$ cat config.mk
export PLATFORM = sky130hd
export DESIGN_NAME = emg_offset_calibrated_block_rms_unit_flat
export DESIGN_NICKNAME = d
export VERILOG_FILES = /design/src/hw/rtl/eocbr_pkg.sv /design/src/hw/rtl/eocbr_if.sv /design/src/hw/rtl/eocbr_csu.sv /design/src/hw/rtl/emg_offset_calibrated_block_rms_unit.sv /design/src/flat_wrapper.sv
export SDC_FILE = /design/constraint.sdc
export NUM_CORES = 1
export LEC_CHECK = 0
export CORE_MARGIN = 2
export CORE_UTILIZATION = 65
export DETAILED_ROUTE_END_ITERATION = 16
export DONT_BUFFER_PORTS = 1
export PLACE_DENSITY = 0.88
export SETUP_SLACK_MARGIN = 0.3
export SLEW_MARGIN = 20
export SYNTH_ARGS = -nofsm -noshare
export SYNTH_HDL_FRONTEND = slang
export SYNTH_SLANG_ARGS = --single-unit
$ cat constraint.sdc
create_clock -name i_clk -period 10.3 [get_ports i_clk]
set_clock_uncertainty 0.1 [all_clocks]
set_input_delay 2.06 -clock i_clk [delete_from_list [all_inputs] [get_ports i_clk]]
set_output_delay 2.06 -clock i_clk [all_outputs]
set_load 0.01 [all_outputs]
$ cat src/hw/rtl/eocbr_pkg.sv
// Shared widths, reset values and codes for the EMG offset-calibrated block RMS unit.
package eocbr_pkg;

    localparam int SAMPLE_BITS   = 12;
    localparam int GAIN_BITS     = 12;
    localparam int CLEN_BITS     = 13;
    localparam int CFG_DATA_BITS = 13;
    localparam int CFG_IDX_BITS  = 1;
    localparam int CENT_BITS     = 13;
    localparam int NORM_BITS     = 16;
    localparam int MAG_BITS      = 15;
    localparam int SQ_BITS       = 2 * MAG_BITS;
    localparam int CSUM_BITS     = SAMPLE_BITS + 12;

    localparam int MAX_BLOCK_DEF = 4096;

    localparam logic [GAIN_BITS-1:0] GAIN_RESET = GAIN_BITS'(2048);
    localparam logic [CLEN_BITS-1:0] CLEN_RESET = CLEN_BITS'(1024);
    localparam logic [CLEN_BITS-1:0] CALIB_MAX  = CLEN_BITS'(4096);
    localparam logic [MAG_BITS-1:0]  NORM_MAX   = MAG_BITS'(32767);
    localparam logic [MAG_BITS-1:0]  SAT_LEVEL  = MAG_BITS'(32112);

    localparam logic [CFG_IDX_BITS-1:0] CFG_GAIN      = 1'b0;
    localparam logic [CFG_IDX_BITS-1:0] CFG_CALIB_LEN = 1'b1;

    localparam logic OP_SAMPLE = 1'b0;
    localparam logic OP_CALIB  = 1'b1;

endpackage

$ cat src/hw/rtl/eocbr_if.sv
// Sample, result and configuration channel interfaces.
interface eocbr_in_if import eocbr_pkg::*; ();
    logic                   valid;
    logic                   ready;
    logic                   opcode;
    logic [SAMPLE_BITS-1:0] sample;
    logic                   last_in_block;

    modport source (output valid, output opcode, output sample, output last_in_block,
                    input ready);
    modport sink   (input valid, input opcode, input sample, input last_in_block,
                    output ready);
endinterface

interface eocbr_out_if import eocbr_pkg::*; ();
    logic                        valid;
    logic                        ready;
    logic signed [CENT_BITS-1:0] centered;
    logic signed [NORM_BITS-1:0] norm;
    logic                        saturated;
    logic                        calibrating;
    logic                        baseline_ready;
    logic                        block_done;
    logic [MAG_BITS-1:0]         block_peak;
    logic [MAG_BITS-1:0]         block_rms;

    modport source (output valid, output centered, output norm, output saturated,
                    output calibrating, output baseline_ready, output block_done,
                    output block_peak, output block_rms, input ready);
    modport sink   (input valid, input centered, input norm, input saturated,
                    input calibrating, input baseline_ready, input block_done,
                    input block_peak, input block_rms, output ready);
endinterface

interface eocbr_cfg_if import eocbr_pkg::*; ();
    logic                     valid;
    logic                     ready;
    logic [CFG_IDX_BITS-1:0]  index;
    logic [CFG_DATA_BITS-1:0] data;

    modport source (output valid, output index, output data, input ready);
    modport sink   (input valid, input index, input data, output ready);
endinterface

$ cat src/hw/rtl/eocbr_csu.sv
// Shared compare-subtract unit used for every divide and square-root step.
module eocbr_csu #(
    parameter int W = 18
) (
    input  logic [W-1:0] i_a,
    input  logic [W-1:0] i_b,
    output logic [W-1:0] o_diff,
    output logic         o_ge
);
    logic [W:0] w_sub;

    assign w_sub  = {1'b0, i_a} - {1'b0, i_b};
    assign o_ge   = ~w_sub[W];
    assign o_diff = w_sub[W-1:0];
endmodule

$ cat src/hw/rtl/emg_offset_calibrated_block_rms_unit.sv
// Top level of the EMG offset-calibrated block RMS unit: sequencer and state.
// One item is in flight at a time and the sample channel is ready only while the
// sequencer is idle; a finished result waits in the output register, so the next
// item can be taken before it is collected. All division and square-root work runs
// through one compare-subtract unit, one quotient bit or root digit per cycle.
// A start command goes straight to output; a sample during calibration or without
// a baseline passes only the block check. The sample ending calibration divides
// for a 12-bit quotient; a run sample divides for a 15-bit quotient unless at full
// scale, then is squared and accumulated. A sample that closes a block in run mode
// adds a 30-bit mean-square quotient, then 15 root digits. Configuration transfers
// are taken in any cycle and must only be issued while the unit is idle.
module emg_offset_calibrated_block_rms_unit import eocbr_pkg::*; #(
    parameter int MAX_BLOCK = MAX_BLOCK_DEF
) (
    input  logic        i_clk,
    input  logic        i_rst_n,
    eocbr_in_if.sink    i_in,
    eocbr_cfg_if.sink   i_cfg,
    eocbr_out_if.source o_out
);
    localparam int BLW   = $clog2(MAX_BLOCK + 1);
    localparam int SSW   = BLW + SQ_BITS;
    localparam int DVW   = (BLW > CLEN_BITS) ? BLW : CLEN_BITS;
    localparam int UW    = ((DVW + 1) > (MAG_BITS + 3)) ? (DVW + 1) : (MAG_BITS + 3);
    localparam int CNT_W = $clog2(SQ_BITS + 1);

    localparam logic [2:0] ST_IDLE = 3'd0;
    localparam logic [2:0] ST_DIV  = 3'd1;
    localparam logic [2:0] ST_FIN  = 3'd2;
    localparam logic [2:0] ST_MUL  = 3'd3;
    localparam logic [2:0] ST_ACC  = 3'd4;
    localparam logic [2:0] ST_CHK  = 3'd5;
    localparam logic [2:0] ST_SQRT = 3'd6;
    localparam logic [2:0] ST_OUT  = 3'd7;

    localparam logic [1:0] K_CAL  = 2'd0;
    localparam logic [1:0] K_NORM = 2'd1;
    localparam logic [1:0] K_BLK  = 2'd2;

    logic [GAIN_BITS-1:0]        r_gain;
    logic [CLEN_BITS-1:0]        r_clen;
    logic                        r_calib;
    logic                        r_bvalid;
    logic [SAMPLE_BITS-1:0]      r_base;
    logic [CSUM_BITS-1:0]        r_csum;
    logic [CLEN_BITS-1:0]        r_cseen;
    logic [BLW-1:0]              r_blen;
    logic [MAG_BITS-1:0]         r_peak;
    logic [SSW-1:0]              r_sqsum;

    logic [2:0]                  r_state;
    logic [1:0]                  r_kind;
    logic [CNT_W-1:0]            r_cnt;
    logic [UW-1:0]               r_rem;
    logic [SQ_BITS-1:0]          r_quo;
    logic [DVW-1:0]              r_dvs;
    logic [MAG_BITS-1:0]         r_root;
    logic [SQ_BITS-1:0]          r_prod;

    logic signed [CENT_BITS-1:0] r_cent;
    logic                        r_neg;
    logic [MAG_BITS-1:0]         r_nmag;
    logic                        r_sat;
    logic                        r_close;
    logic                        r_bstat;
    logic [MAG_BITS-1:0]         r_bpeak;

    logic                        r_ovalid;
    logic signed [CENT_BITS-1:0] r_o_cent;
    logic signed [NORM_BITS-1:0] r_o_norm;
    logic                        r_o_sat;
    logic                        r_o_cal;
    logic                        r_o_bready;
    logic                        r_o_done;
    logic [MAG_BITS-1:0]         r_o_peak;
    logic [MAG_BITS-1:0]         r_o_rms;

    logic                        in_fire;
    logic [CSUM_BITS-1:0]        n_csum;
    logic [CLEN_BITS-1:0]        n_cseen;
    logic [CLEN_BITS-1:0]        calib_tgt;
    logic signed [CENT_BITS-1:0] n_cent;
    logic signed [CENT_BITS-1:0] cent_neg;
    logic [SAMPLE_BITS-1:0]      cent_mag;
    logic [GAIN_BITS-1:0]        gain_eff;
    logic [BLW-1:0]              n_blen;
    logic                        n_close;
    logic                        n_bstat;
    logic [NORM_BITS-1:0]        norm_pos;
    logic                        out_load;

    logic [UW-1:0]               csu_a;
    logic [UW-1:0]               csu_b;
    logic [UW-1:0]               csu_diff;
    logic                        csu_ge;

    eocbr_csu #(.W(UW)) u_csu (
        .i_a   (csu_a),
        .i_b   (csu_b),
        .o_diff(csu_diff),
        .o_ge  (csu_ge)
    );

    assign in_fire = i_in.valid && i_in.ready;
    assign i_in.ready  = (r_state == ST_IDLE);
    assign i_cfg.ready = 1'b1;

    always_comb begin
        n_csum   = r_csum + CSUM_BITS'(i_in.sample);
        n_cseen  = r_cseen + 1'b1;
        if (r_clen == '0) begin
            calib_tgt = CLEN_BITS'(1);
        end else if (r_clen > CALIB_MAX) begin
            calib_tgt = CALIB_MAX;
        end else begin
            calib_tgt = r_clen;
        end
        n_cent   = $signed({1'b0, i_in.sample}) - $signed({1'b0, r_base});
        cent_neg = -n_cent;
        cent_mag = n_cent[CENT_BITS-1] ? cent_neg[SAMPLE_BITS-1:0]
                                       : n_cent[SAMPLE_BITS-1:0];
        gain_eff = (r_gain == '0) ? GAIN_BITS'(1) : r_gain;
        n_blen   = r_blen + 1'b1;
        n_close  = i_in.last_in_block || (n_blen >= BLW'(MAX_BLOCK));
        n_bstat  = r_close && !r_calib && r_bvalid;
        norm_pos = {1'b0, r_nmag};
        out_load = (r_state == ST_OUT) && (!r_ovalid || o_out.ready);
    end

    always_comb begin
        if (r_state == ST_SQRT) begin
            csu_a = {r_rem[UW-3:0], r_quo[SQ_BITS-1:SQ_BITS-2]};
            csu_b = UW'({r_root, 2'b01});
        end else begin
            csu_a = {r_rem[UW-2:0], r_quo[SQ_BITS-1]};
            csu_b = UW'(r_dvs);
        end
    end

    always_ff @(posedge i_clk) begin
        if (!i_rst_n) begin
            r_gain   <= GAIN_RESET;
            r_clen   <= CLEN_RESET;
        end else if (i_cfg.valid && i_cfg.ready) begin
            unique case (i_cfg.index)
                CFG_GAIN:      r_gain <= i_cfg.data[GAIN_BITS-1:0];
                CFG_CALIB_LEN: r_clen <= i_cfg.data[CLEN_BITS-1:0];
            endcase
        end
    end

    always_ff @(posedge i_clk) begin
        if (!i_rst_n) begin
            r_state  <= ST_IDLE;
            r_calib  <= 1'b0;
            r_bvalid <= 1'b0;
            r_base   <= '0;
            r_csum   <= '0;
            r_cseen  <= '0;
            r_blen   <= '0;
            r_peak   <= '0;
            r_sqsum  <= '0;
            r_ovalid <= 1'b0;
        end else begin
            if (out_load) begin
                r_ovalid <= 1'b1;
            end else if (o_out.ready) begin
                r_ovalid <= 1'b0;
            end

            unique case (r_state)
                ST_IDLE: begin
                    if (in_fire) begin
                        r_cent  <= '0;
                        r_neg   <= 1'b0;
                        r_nmag  <= '0;
                        r_sat   <= 1'b0;
                        r_close <= 1'b0;
                        r_bstat <= 1'b0;
                        if (i_in.opcode == OP_CALIB) begin
                            r_calib  <= 1'b1;
                            r_bvalid <= 1'b0;
                            r_csum   <= '0;
                            r_cseen  <= '0;
                            r_blen   <= '0;
                            r_peak   <= '0;
                            r_sqsum  <= '0;
                            r_state  <= ST_OUT;
                        end else begin
                            r_blen  <= n_blen;
                            r_close <= n_close;
                            if (r_calib) begin
                                r_csum  <= n_csum;
                                r_cseen <= n_cseen;
                                if (n_cseen >= calib_tgt) begin
                                    r_rem   <= UW'(n_csum[CSUM_BITS-1:SAMPLE_BITS]);
                                    r_quo   <= {n_csum[SAMPLE_BITS-1:0],
                                                {(SQ_BITS-SAMPLE_BITS){1'b0}}};
                                    r_dvs   <= DVW'(n_cseen);
                                    r_cnt   <= CNT_W'(SAMPLE_BITS);
                                    r_kind  <= K_CAL;
                                    r_state <= ST_DIV;
                                end else begin
                                    r_state <= ST_CHK;
                                end
                            end else if (r_bvalid) begin
                                r_cent <= n_cent;
                                r_neg  <= n_cent[CENT_BITS-1];
                                if (cent_mag >= gain_eff) begin
                                    r_nmag  <= NORM_MAX;
                                    r_state <= ST_MUL;
                                end else begin
                                    r_rem   <= UW'(cent_mag);
                                    r_quo   <= '0;
                                    r_dvs   <= DVW'(gain_eff);
                                    r_cnt   <= CNT_W'(MAG_BITS);
                                    r_kind  <= K_NORM;
                                    r_state <= ST_DIV;
                                end
                            end else begin
                                r_state <= ST_CHK;
                            end
                        end
                    end
                end
                ST_DIV: begin
                    r_rem <= csu_ge ? csu_diff : csu_a;
                    r_quo <= {r_quo[SQ_BITS-2:0], csu_ge};
                    r_cnt <= r_cnt - 1'b1;
                    if (r_cnt == CNT_W'(1)) begin
                        r_state <= ST_FIN;
                    end
                end
                ST_FIN: begin
                    unique case (r_kind)
                        K_CAL: begin
                            r_base   <= r_quo[SAMPLE_BITS-1:0];
                            r_calib  <= 1'b0;
                            r_bvalid <= 1'b1;
                            r_state  <= ST_CHK;
                        end
                        K_NORM: begin
                            r_nmag  <= r_quo[MAG_BITS-1:0];
                            r_state <= ST_MUL;
                        end
                        K_BLK: begin
                            r_rem   <= '0;
                            r_root  <= '0;
                            r_cnt   <= CNT_W'(MAG_BITS);
                            r_state <= ST_SQRT;
                        end
                        default: r_state <= ST_CHK;
                    endcase
                end
                ST_MUL: begin
                    r_prod  <= SQ_BITS'(r_nmag) * SQ_BITS'(r_nmag);
                    r_sat   <= (r_nmag > SAT_LEVEL);
                    r_state <= ST_ACC;
                end
                ST_ACC: begin
                    if (r_nmag > r_peak) begin
                        r_peak <= r_nmag;
                    end
                    r_sqsum <= r_sqsum + SSW'(r_prod);
                    r_state <= ST_CHK;
                end
                ST_CHK: begin
                    r_bstat <= n_bstat;
                    if (r_close) begin
                        r_blen  <= '0;
                        r_peak  <= '0;
                        r_sqsum <= '0;
                        r_bpeak <= r_peak;
                    end
                    if (n_bstat) begin
                        r_rem   <= UW'(r_sqsum[SSW-1:SQ_BITS]);
                        r_quo   <= r_sqsum[SQ_BITS-1:0];
                        r_dvs   <= DVW'(r_blen);
                        r_cnt   <= CNT_W'(SQ_BITS);
                        r_kind  <= K_BLK;
                        r_state <= ST_DIV;
                    end else begin
                        r_state <= ST_OUT;
                    end
                end
                ST_SQRT: begin
                    r_rem  <= csu_ge ? csu_diff : csu_a;
                    r_quo  <= {r_quo[SQ_BITS-3:0], 2'b00};
                    r_root <= {r_root[MAG_BITS-2:0], csu_ge};
                    r_cnt  <= r_cnt - 1'b1;
                    if (r_cnt == CNT_W'(1)) begin
                        r_state <= ST_OUT;
                    end
                end
                ST_OUT: begin
                    if (out_load) begin
                        r_state <= ST_IDLE;
                    end
                end
            endcase
        end
    end

    always_ff @(posedge i_clk) begin
        if (out_load) begin
            r_o_cent   <= r_cent;
            r_o_norm   <= r_neg ? -$signed(norm_pos) : $signed(norm_pos);
            r_o_sat    <= r_sat;
            r_o_cal    <= r_calib;
            r_o_bready <= r_bvalid;
            r_o_done   <= r_close;
            r_o_peak   <= r_bstat ? r_bpeak : '0;
            r_o_rms    <= r_bstat ? r_root : '0;
        end
    end

    assign o_out.valid          = r_ovalid;
    assign o_out.centered       = r_o_cent;
    assign o_out.norm           = r_o_norm;
    assign o_out.saturated      = r_o_sat;
    assign o_out.calibrating    = r_o_cal;
    assign o_out.baseline_ready = r_o_bready;
    assign o_out.block_done     = r_o_done;
    assign o_out.block_peak     = r_o_peak;
    assign o_out.block_rms      = r_o_rms;

endmodule

$ cat src/flat_wrapper.sv
// flat-port wrapper written by rule: the top's interface ports become plain ports
module emg_offset_calibrated_block_rms_unit_flat import eocbr_pkg::*;
#(
    parameter int MAX_BLOCK = MAX_BLOCK_DEF
)
  (i_clk, i_rst_n, i_in_valid, i_in_opcode, i_in_sample, i_in_last_in_block, i_in_ready, i_cfg_valid, i_cfg_index, i_cfg_data, i_cfg_ready, o_out_valid, o_out_centered, o_out_norm, o_out_saturated, o_out_calibrating, o_out_baseline_ready, o_out_block_done, o_out_block_peak, o_out_block_rms, o_out_ready);
  eocbr_in_if i_in_i ();
  eocbr_cfg_if i_cfg_i ();
  eocbr_out_if o_out_i ();
  input  logic i_clk;
  input  logic i_rst_n;
  input wire logic [$bits(i_in_i.valid)-1:0] i_in_valid;
  input wire logic [$bits(i_in_i.opcode)-1:0] i_in_opcode;
  input wire logic [$bits(i_in_i.sample)-1:0] i_in_sample;
  input wire logic [$bits(i_in_i.last_in_block)-1:0] i_in_last_in_block;
  output wire logic [$bits(i_in_i.ready)-1:0] i_in_ready;
  input wire logic [$bits(i_cfg_i.valid)-1:0] i_cfg_valid;
  input wire logic [$bits(i_cfg_i.index)-1:0] i_cfg_index;
  input wire logic [$bits(i_cfg_i.data)-1:0] i_cfg_data;
  output wire logic [$bits(i_cfg_i.ready)-1:0] i_cfg_ready;
  output wire logic [$bits(o_out_i.valid)-1:0] o_out_valid;
  output wire logic [$bits(o_out_i.centered)-1:0] o_out_centered;
  output wire logic [$bits(o_out_i.norm)-1:0] o_out_norm;
  output wire logic [$bits(o_out_i.saturated)-1:0] o_out_saturated;
  output wire logic [$bits(o_out_i.calibrating)-1:0] o_out_calibrating;
  output wire logic [$bits(o_out_i.baseline_ready)-1:0] o_out_baseline_ready;
  output wire logic [$bits(o_out_i.block_done)-1:0] o_out_block_done;
  output wire logic [$bits(o_out_i.block_peak)-1:0] o_out_block_peak;
  output wire logic [$bits(o_out_i.block_rms)-1:0] o_out_block_rms;
  input wire logic [$bits(o_out_i.ready)-1:0] o_out_ready;
  assign i_in_i.valid = i_in_valid;
  assign i_in_i.opcode = i_in_opcode;
  assign i_in_i.sample = i_in_sample;
  assign i_in_i.last_in_block = i_in_last_in_block;
  assign i_in_ready = i_in_i.ready;
  assign i_cfg_i.valid = i_cfg_valid;
  assign i_cfg_i.index = i_cfg_index;
  assign i_cfg_i.data = i_cfg_data;
  assign i_cfg_ready = i_cfg_i.ready;
  assign o_out_valid = o_out_i.valid;
  assign o_out_centered = o_out_i.centered;
  assign o_out_norm = o_out_i.norm;
  assign o_out_saturated = o_out_i.saturated;
  assign o_out_calibrating = o_out_i.calibrating;
  assign o_out_baseline_ready = o_out_i.baseline_ready;
  assign o_out_block_done = o_out_i.block_done;
  assign o_out_block_peak = o_out_i.block_peak;
  assign o_out_block_rms = o_out_i.block_rms;
  assign o_out_i.ready = o_out_ready;
  emg_offset_calibrated_block_rms_unit #(.MAX_BLOCK(MAX_BLOCK)) u_core (.i_clk(i_clk), .i_rst_n(i_rst_n), .i_in(i_in_i), .i_cfg(i_cfg_i), .o_out(o_out_i));
endmodule
==> results_tabular.tex, run 1 <==
\begin{tabular}{lr}
\hline
Metric & Value \\
\hline
\multicolumn{2}{l}{\textbf{Synthesis}} \\
\quad Main area contributors after synthesis & sky130\_fd\_sc\_hd\_\_edfxtp\_1, sky130\_fd\_sc\_hd\_\_dfxtp\_1, sky130\_fd\_sc\_hd\_\_fa\_1 \\
\quad Top cells by count, synth & sky130\_fd\_sc\_hd\_\_nand2\_1, sky130\_fd\_sc\_hd\_\_inv\_1, sky130\_fd\_sc\_hd\_\_edfxtp\_1 \\
\quad Average footprint of a synthesized cell & 9.54 µm² \\
\quad Synth Flop Type & sky130\_fd\_sc\_hd\_\_edfxtp\_1 \\
\quad Synth Register Bits & 371 \\
\quad Synth Cell Area & 26,300 µm² \\
\quad Synth Net Count & 3,144 \\
\quad Synth area leader & sky130\_fd\_sc\_hd\_\_edfxtp\_1 \\
\quad Library cell with the highest instance count after synthesis & sky130\_fd\_sc\_hd\_\_nand2\_1 \\
\quad Share of the yosys chip area belonging to registers & 36.6\% \\
\quad Async S/R FF share, synth & 0\% \\
\quad Synthesis Warnings & 0 \\
\quad Number of enable-type register cells in the synthesized netlist & 220 \\
\quad Fraction of synthesized cell area taken by the top area cell type & 25.1\% \\
\quad Count of cell types in the netlist & 89 \\
\quad Gate count of the mapped netlist & 2,757 \\
\multicolumn{2}{l}{\textbf{Floorplan}} \\
\quad Io pins & 99 \\
\quad Total core area & 39,800 µm² \\
\quad Height of the die & 205 µm \\
\quad Initial Utilization & 66.1\% \\
\quad Full die area & 42,100 µm² \\
\quad Number of core rows & 73 \\
\quad Horizontal die dimension & 205 µm \\
\multicolumn{2}{l}{\textbf{Drt}} \\
\quad Number of design-rule violations left by the first detailed-router iteration & 1,939 \\
\quad Via-to-Cell Ratio & 6.34 \\
\quad Antenna violation net count after detailed routing & 0 \\
\quad Routed vias & 20.7k \\
\quad Total wire length after detailed routing & 67,500 µm \\
\quad Routed length per placed instance & 20.6 µm \\
\quad Pre-Repair DR Iteration Count & 7 \\
\quad DRC violation count after routing & 0 \\
\multicolumn{2}{l}{\textbf{Cells and area}} \\
\quad Number of fillers in the final layout & 2,825 \\
\quad Layout cells sized above 1 & 4.77\% \\
\quad Net count, final & 3,101 \\
\quad Combined area of the multi-input logic cells & 15,200 µm² \\
\quad Area delta synth->final & 7.20\% \\
\quad Post-layout utilization of the core & 70.8\% \\
\quad Sequential cell area & 9630 µm² \\
\quad Design area & 28,200 µm² \\
\multicolumn{2}{l}{\textbf{Timing}} \\
\quad Peak Freq & 0.134 GHz \\
\quad Worst slew slack as a fraction of its limit & 29.3\% \\
\quad Post-route fraction of the period consumed by the critical path & 72.4\% \\
\quad Setup violation total in the final timing report & 0 \\
\quad Total negative slack & 0 ns \\
\quad Post-layout min period & 7.46 ns \\
\quad Max Slew Vio Count & 0 \\
\quad Final number of hold-violating endpoints & 0 \\
\quad Setup repair after global routing missed its margin & false \\
\quad Post-route worst hold slack & 0.305 ns \\
\quad Actual slew at the worst max-slew pin & 1.06 ns \\
\multicolumn{2}{l}{\textbf{GRT}} \\
\quad First-pass GRT wire length & 107,000 µm \\
\quad GRT Max-Usage Layer & met2 \\
\quad Total overflow reported by the global router & 0 \\
\quad Global routing met1 resource utilization & 44.1\% \\
\quad Met2 Resource Use GR & 52.2\% \\
\quad Via count of the first global-routing pass & 20.5k \\
\quad GRT Resource Usage Total & 32.4\% \\
\quad Pin count of the biggest net entering global routing & 79 \\
\quad Number of antenna violations at the first check in global routing & 3 \\
\quad GR met3 Demand/Resource & 5.76\% \\
\multicolumn{2}{l}{\textbf{CTS}} \\
\quad H-Tree Depth & 2 \\
\quad Total number of clock tree sinks & 371 \\
\quad Clk pin slew, worst setup/hold paths & 0.06 ns \\
\quad Clock latency reported for the late side of the worst-skew pair & 0.58 ns \\
\quad Clock tree from TritonCTS & built \\
\quad Number of buffers added to fix hold violations after cts & 0 \\
\quad Cell at the root of the clock tree & sky130\_fd\_sc\_hd\_\_clkbuf\_16 \\
\quad CTS buffer count & 41 \\
\quad Post-CTS Setup Repair Bufs & 0 \\
\quad Post\_cts resized & 0 \\
\quad Longest Clk Path Bufs & 3 \\
\multicolumn{2}{l}{\textbf{Hold path}} \\
\quad Classification of the worst-slack hold path & reg -> reg \\
\quad Destination of the worst hold path & u\_core.o\_out.centered[3] \\
\quad HP Start & u\_core.r\_cent[3] \\
\quad Hold Crit Depth & 0 \\
\multicolumn{2}{l}{\textbf{Critical path}} \\
\quad Most prevalent standard cell on the critical path & sky130\_fd\_sc\_hd\_\_inv\_1 \\
\quad Critical path class & reg -> reg \\
\quad Endpoint class of the critical path & register \\
\quad RR Endpoint & u\_core.r\_prod[27] \\
\quad Worst Reg-to-Reg Cells & 23 \\
\quad Required time reported for the critical path endpoint & 10.50 ns \\
\quad Buffer and inverter count on the worst path & 7 \\
\quad Signal arrival time at the worst endpoint & 7.66 ns \\
\quad Delay of the slowest critical-path stage & 0.86 ns \\
\quad Crit-path cells & inv\_1 -> nor2\_1 -> inv\_1 -> fa\_1 -> fa\_1 -> inv\_1 -> fa\_1 -> inv\_1 -> fa\_1 -> inv\_1 -> fa\_1 -> inv\_1 -> fa\_1 -> inv\_1 -> ha\_1 -> and3\_1 -> a311o\_1 -> a2111oi\_1 -> o41ai\_2 -> nand4\_1 -> a21boi\_1 -> a21oi\_1 -> xnor2\_1 \\
\quad R2R Path Start & u\_core.r\_nmag[10] \\
\quad Worst-case register-to-register setup slack & 2.84 ns \\
\quad Largest fanout on the critical path & 19 \\
\quad Startpoint types & register \\
\quad CP max stage cell & sky130\_fd\_sc\_hd\_\_edfxtp\_1 \\
\quad Delay-heaviest family, CP & adder cells \\
\multicolumn{2}{l}{\textbf{Run status}} \\
\quad Result of the run & finished clean \\
\multicolumn{2}{l}{\textbf{Job}} \\
\quad \# Max-Cap Violations & 0 \\
\multicolumn{2}{l}{\textbf{Placement}} \\
\quad Placement-stage cell area & 26,800 µm² \\
\quad PortBufs & 0 \\
\quad Placer Congestion & 0.938 \\
\quad Dpl hpwl & 50,000 µm \\
\hline
\end{tabular}
worst register-to-register path, delay by kind of cell, from the launching register on:
kind | cells | cell delay, ns
simple gates | 3 | 0.59
xor+xnor | 1 | 0.13
fa+ha+maj | 7 | 3.40
flops | 1 | 0.86
compound gates | 5 | 1.46
buf+inv | 7 | 0.66
flip-flops by register name, indices dropped and copies added (netlist names), 15 cells and up:
| signal | count |
|---|---|
| u_core.r_quo | 30 |
| u_core.r_nmag | 15 |
| u_core.o_out.block_peak | 15 |
| u_core.o_out.block_rms | 15 |
| u_core.r_prod | 29 |
| u_core.r_rem | 17 |
| u_core.r_root | 15 |
| u_core.r_peak | 15 |
| u_core.o_out.norm | 16 |
| u_core.r_csum | 24 |
| u_core.r_sqsum | 43 |
| u_core.r_bpeak | 15 |
cell usage in the layout, fill, tap and decap left out, types with 41 or more instances in the layout:
cell type and count:
sky130_fd_sc_hd__and3_1 41, sky130_fd_sc_hd__o21ai_0 126, sky130_fd_sc_hd__xnor2_1 90, sky130_fd_sc_hd__nor2_1 195, sky130_fd_sc_hd__nand2_1 304, sky130_fd_sc_hd__clkbuf_16 43
sky130_fd_sc_hd__edfxtp_1 220, sky130_fd_sc_hd__inv_1 285, sky130_fd_sc_hd__a21oi_1 178, sky130_fd_sc_hd__dfxtp_1 150, sky130_fd_sc_hd__a21o_1 66, sky130_fd_sc_hd__a22o_1 58
sky130_fd_sc_hd__and2_1 90, sky130_fd_sc_hd__xor2_1 61, sky130_fd_sc_hd__ha_1 212, sky130_fd_sc_hd__fa_1 142
cells by family after synthesis:
kind of cell             after synthesis  synth area share (%)
adder cells (fa/ha/maj)              354                  20.9
flip-flops                           371                  36.6
buffers and inverters                403                  5.83
AND/OR/NAND/NOR                      824                  14.7
other                                  1                0.0143
XOR/XNOR                             153                  5.15
multiplexers                          27                  1.04
AO/OA/AOI/OAI                        624                  15.8
area by class of cell:
cell class / instances / area share, %
multi-input cells: 1983 / 53.9
flip-flops and latches: 371 / 34.1
clock buffers: 55 / 4.05
inverters: 287 / 3.82
well taps: 525 / 2.33
clock inverters: 20 / 0.932
repair buffers: 30 / 0.869
diodes: 1 / 0.00887
per-stage QoR:
step                std cells  worst slack [ns]
CTS                      3270              2.95
finish                   3272              2.84
global route             3271              2.54
detailed placement       3195              3.00
floorplan                2757              2.80
global placement         3195              3.12
how the worst max path moves through the flow:
stage | cells after the start | from | end | slack [ns]
final | 23 | u_core.r_nmag[10] | u_core.r_prod[27] | 2.84
after detailed placement | 23 | u_core.r_nmag[10] | u_core.r_prod[27] | 3.00
after global placement | 21 | i_in_sample[0] | u_core.r_quo[24] | 3.12
after global routing | 23 | u_core.r_nmag[10] | u_core.r_prod[27] | 2.54
after floorplan | 21 | i_in_sample[0] | u_core.r_quo[0] | 2.80
after CTS | 23 | u_core.r_nmag[10] | u_core.r_prod[27] | 2.95
per-layer routing:
metal | wire (µm) | up-vias
li1 | - | 9480
met1 | 27600 | 10100
met2 | 31600 | 1008
met3 | 6130 | 159
met4 | 2120 | 4
met5 | 44 | -
Power of run 1 is not shown: default switching activity piles up to over one toggle a cycle in this logic, so the estimate is an artifact.
==> run 2: changes to the inputs <==
--- a/config.mk
+++ b/config.mk
@@ -6,10 +6,10 @@
 export NUM_CORES = 1
 export LEC_CHECK = 0
 export CORE_MARGIN = 2
-export CORE_UTILIZATION = 65
+export CORE_UTILIZATION = 59
 export DETAILED_ROUTE_END_ITERATION = 16
 export DONT_BUFFER_PORTS = 1
-export PLACE_DENSITY = 0.88
+export PLACE_DENSITY = 0.85
 export SETUP_SLACK_MARGIN = 0.3
 export SLEW_MARGIN = 20
 export SYNTH_ARGS = -nofsm -noshare
==> constraint.sdc (replaced) <==
create_clock -name i_clk -period 6.2 [get_ports i_clk]
set_clock_uncertainty 0.1 [all_clocks]
set_input_delay 1.24 -clock i_clk [delete_from_list [all_inputs] [get_ports i_clk]]
set_output_delay 1.24 -clock i_clk [all_outputs]
set_load 0.01 [all_outputs]
==> run 2 against run 1 <==
Net effect: the flow now finishes with violations (setup timing); first-iteration DRC count up 22%; worst setup slack worse by 3.0 ns; register-to-register slack worse by 3.0 ns; via count up 1.8%; core utilization down 4.1 points; cell area up 4.4%; global-route usage down 2.4 points; wire length up 2.8%; clock-buffer cell count down 2; flip-flop and latch count unchanged; largest cell class unchanged.
==> results_tabular.tex, run 2 (synthesized netlist as in run 1, its figures left out) <==
\begin{tabular}{lr}
\hline
Metric & Value \\
\hline
\multicolumn{2}{l}{\textbf{Placement}} \\
\quad Number of placed cells counting well taps & 3,332 \\
\quad PortBufs & 0 \\
\quad Dpl hpwl & 51,600 µm \\
\quad Placer Congestion & 0.973 \\
\multicolumn{2}{l}{\textbf{GRT}} \\
\quad Number of antenna violations at the first check in global routing & 0 \\
\quad Total overflow reported by the global router & 0 \\
\quad Via count of the first global-routing pass & 21.2k \\
\quad Pin count of the biggest net entering global routing & 76 \\
\quad First-pass GRT wire length & 112,000 µm \\
\quad GRT Resource Usage Total & 30.0\% \\
\multicolumn{2}{l}{\textbf{Floorplan}} \\
\quad Number of core rows & 77 \\
\quad Initial Utilization & 59.6\% \\
\quad Horizontal die dimension & 215 µm \\
\quad Height of the die & 215 µm \\
\quad Full die area & 46,300 µm² \\
\quad Io pins & 99 \\
\quad Total core area & 44,100 µm² \\
\multicolumn{2}{l}{\textbf{CTS}} \\
\quad Clock latency reported for the late side of the worst-skew pair & 0.58 ns \\
\quad Clk pin slew, worst setup/hold paths & 0.07 ns \\
\quad CTS buffer count & 40 \\
\quad Longest Clk Path Bufs & 3 \\
\quad H-Tree Depth & 2 \\
\quad Clock tree from TritonCTS & built \\
\quad Number of buffers added to fix hold violations after cts & 0 \\
\quad Total number of clock tree sinks & 371 \\
\quad Cell at the root of the clock tree & sky130\_fd\_sc\_hd\_\_clkbuf\_16 \\
\multicolumn{2}{l}{\textbf{Timing}} \\
\quad Post-route fraction of the period consumed by the critical path & 102\% \\
\quad Actual slew at the worst max-slew pin & 1.06 ns \\
\quad Setup slack of the critical path after layout & -0.127 ns \\
\quad Max Slew Vio Count & 0 \\
\quad Worst slew slack as a fraction of its limit & 29.0\% \\
\quad Setup violation total in the final timing report & 5 \\
\quad Peak Freq & 0.158 GHz \\
\quad Setup repair after global routing missed its margin & true \\
\quad Post-layout min period & 6.33 ns \\
\quad Final number of hold-violating endpoints & 0 \\
\quad Total negative slack & -0.329 ns \\
\quad Post-route worst hold slack & 0.316 ns \\
\multicolumn{2}{l}{\textbf{Cells and area}} \\
\quad Flip-flop count of the largest register, all copies and words added & 43 \\
\quad Layout cells sized above 1 & 11.1\% \\
\quad Non-filler instance count after layout & 3,438 \\
\quad Largest regs & u\_core.r\_sqsum: 43 flops, u\_core.r\_quo: 30 flops, u\_core.r\_prod: 29 flops \\
\quad Post-layout utilization of the core & 66.7\% \\
\quad Largest Register & u\_core.r\_sqsum \\
\quad Most frequent cells in the layout & sky130\_fd\_sc\_hd\_\_nand2\_1, sky130\_fd\_sc\_hd\_\_inv\_1, sky130\_fd\_sc\_hd\_\_edfxtp\_1 \\
\quad Area delta synth->final & 11.9\% \\
\quad Antenna cells & 0 \\
\quad Net count, final & 3,201 \\
\quad Most common library cell in the layout ignoring fill and taps & sky130\_fd\_sc\_hd\_\_nand2\_1 \\
\multicolumn{2}{l}{\textbf{Critical path}} \\
\quad Required time reported for the critical path endpoint & 6.41 ns \\
\quad RR Endpoint & u\_core.r\_prod[29] \\
\quad Worst Reg-to-Reg Cells & 22 \\
\quad Largest fanout on the critical path & 8 \\
\quad Endpoint class of the critical path & register \\
\quad Startpoint types & register \\
\quad R2R Path Start & u\_core.r\_nmag[7] \\
\quad Signal arrival time at the worst endpoint & 6.54 ns \\
\quad Worst-case register-to-register setup slack & -0.13 ns \\
\quad Critical path class & reg -> reg \\
\multicolumn{2}{l}{\textbf{Hold path}} \\
\quad Destination of the worst hold path & u\_core.o\_out.centered[6] \\
\quad HP Start & u\_core.r\_cent[6] \\
\quad Classification of the worst-slack hold path & reg -> reg \\
\quad Hold Crit Depth & 0 \\
\multicolumn{2}{l}{\textbf{Drt}} \\
\quad Total wire length after detailed routing & 69,400 µm \\
\quad DRC violation count after routing & 0 \\
\quad Routed length per placed instance & 20.2 µm \\
\quad Highest metal used & met4 \\
\quad Number of design-rule violations left by the first detailed-router iteration & 2,360 \\
\quad Met2 wirelength from detailed routing & 32,300 µm \\
\quad Met3 WL post-DR & 5930 µm \\
\quad Pre-Repair DR Iteration Count & 6 \\
\quad Routed vias & 21.1k \\
\quad Via-to-Cell Ratio & 6.14 \\
\quad Antenna violation net count after detailed routing & 0 \\
\quad Met1 routed wirelength after detailed routing & 28,000 µm \\
\multicolumn{2}{l}{\textbf{Run status}} \\
\quad Failing checks & setup timing \\
\quad Result of the run & finished with violations \\
\multicolumn{2}{l}{\textbf{Job}} \\
\quad \# Max-Cap Violations & 0 \\
\hline
\end{tabular}
==> run 2: what timing repair did <==
item / in CTS / in global routing
resized for setup: 42 / 56
buffers inserted: 17 / 15
pin swaps: 30 / 50
setup endpoints to repair: 12 / 16
==> run 2: through the flow <==
step	worst slack [ns]	area, µm²
2_1_floorplan	0.175	26500
3_3_place_gp	0.108	27500
3_5_place_dp	-0.0316	27500
4_1_cts	0.00724	29100
5_1_grt	-0.329	29400
6_report	-0.127	29400
==> run 2: worst max-delay path: stages, from the launching register on <==
cell and delay [ns]:
sky130_fd_sc_hd__edfxtp_1 0.49, sky130_fd_sc_hd__buf_4 0.19, sky130_fd_sc_hd__buf_4 0.12, sky130_fd_sc_hd__buf_6 0.14
sky130_fd_sc_hd__and2_4 0.17, sky130_fd_sc_hd__fa_1 0.49, sky130_fd_sc_hd__inv_1 0.06, sky130_fd_sc_hd__fa_1 0.53
sky130_fd_sc_hd__inv_1 0.06, sky130_fd_sc_hd__fa_1 0.51, sky130_fd_sc_hd__fa_1 0.58, sky130_fd_sc_hd__fa_1 0.43
sky130_fd_sc_hd__ha_1 0.31, sky130_fd_sc_hd__ha_1 0.23, sky130_fd_sc_hd__a21o_1 0.20, sky130_fd_sc_hd__a21o_1 0.20
sky130_fd_sc_hd__a21o_1 0.21, sky130_fd_sc_hd__a21oi_2 0.18, sky130_fd_sc_hd__nor2_1 0.06, sky130_fd_sc_hd__or4_1 0.43
sky130_fd_sc_hd__a31oi_2 0.17, sky130_fd_sc_hd__nor3_1 0.09, sky130_fd_sc_hd__xnor2_1 0.13
==> run 2: how the worst max path moves through the flow <==
stage | start | to
finish | u_core.r_nmag[7] | u_core.r_prod[29]
global route | u_core.r_nmag[7] | u_core.r_prod[23]
CTS | u_core.r_nmag[5] | u_core.r_prod[23]
detailed placement | u_core.r_nmag[0] | u_core.r_prod[23]
global placement | u_core.r_nmag[4] | u_core.r_prod[29]
floorplan | u_core.r_nmag[9] | u_core.r_prod[27]
==> run 2: final cells by class <==
class / instances / area (µm²)
clock inverters: 21 / 165
flip-flops and latches: 371 / 9630
repair buffers: 131 / 1110
fillers: 3367 / 14700
well taps: 592 / 741
clock buffers: 53 / 1130
multi-input cells: 1983 / 15600
inverters: 287 / 1080
==> run 2: per-layer routing <==
layer / vias to the layer above / GRT usage, %
met5: - / 0
met4: 0 / 13.3
met3: 197 / 6.23
met2: 948 / 48.1
met1: 10300 / 39.4
li1: 9655 / -
Power of run 2 is left out for the same reason.
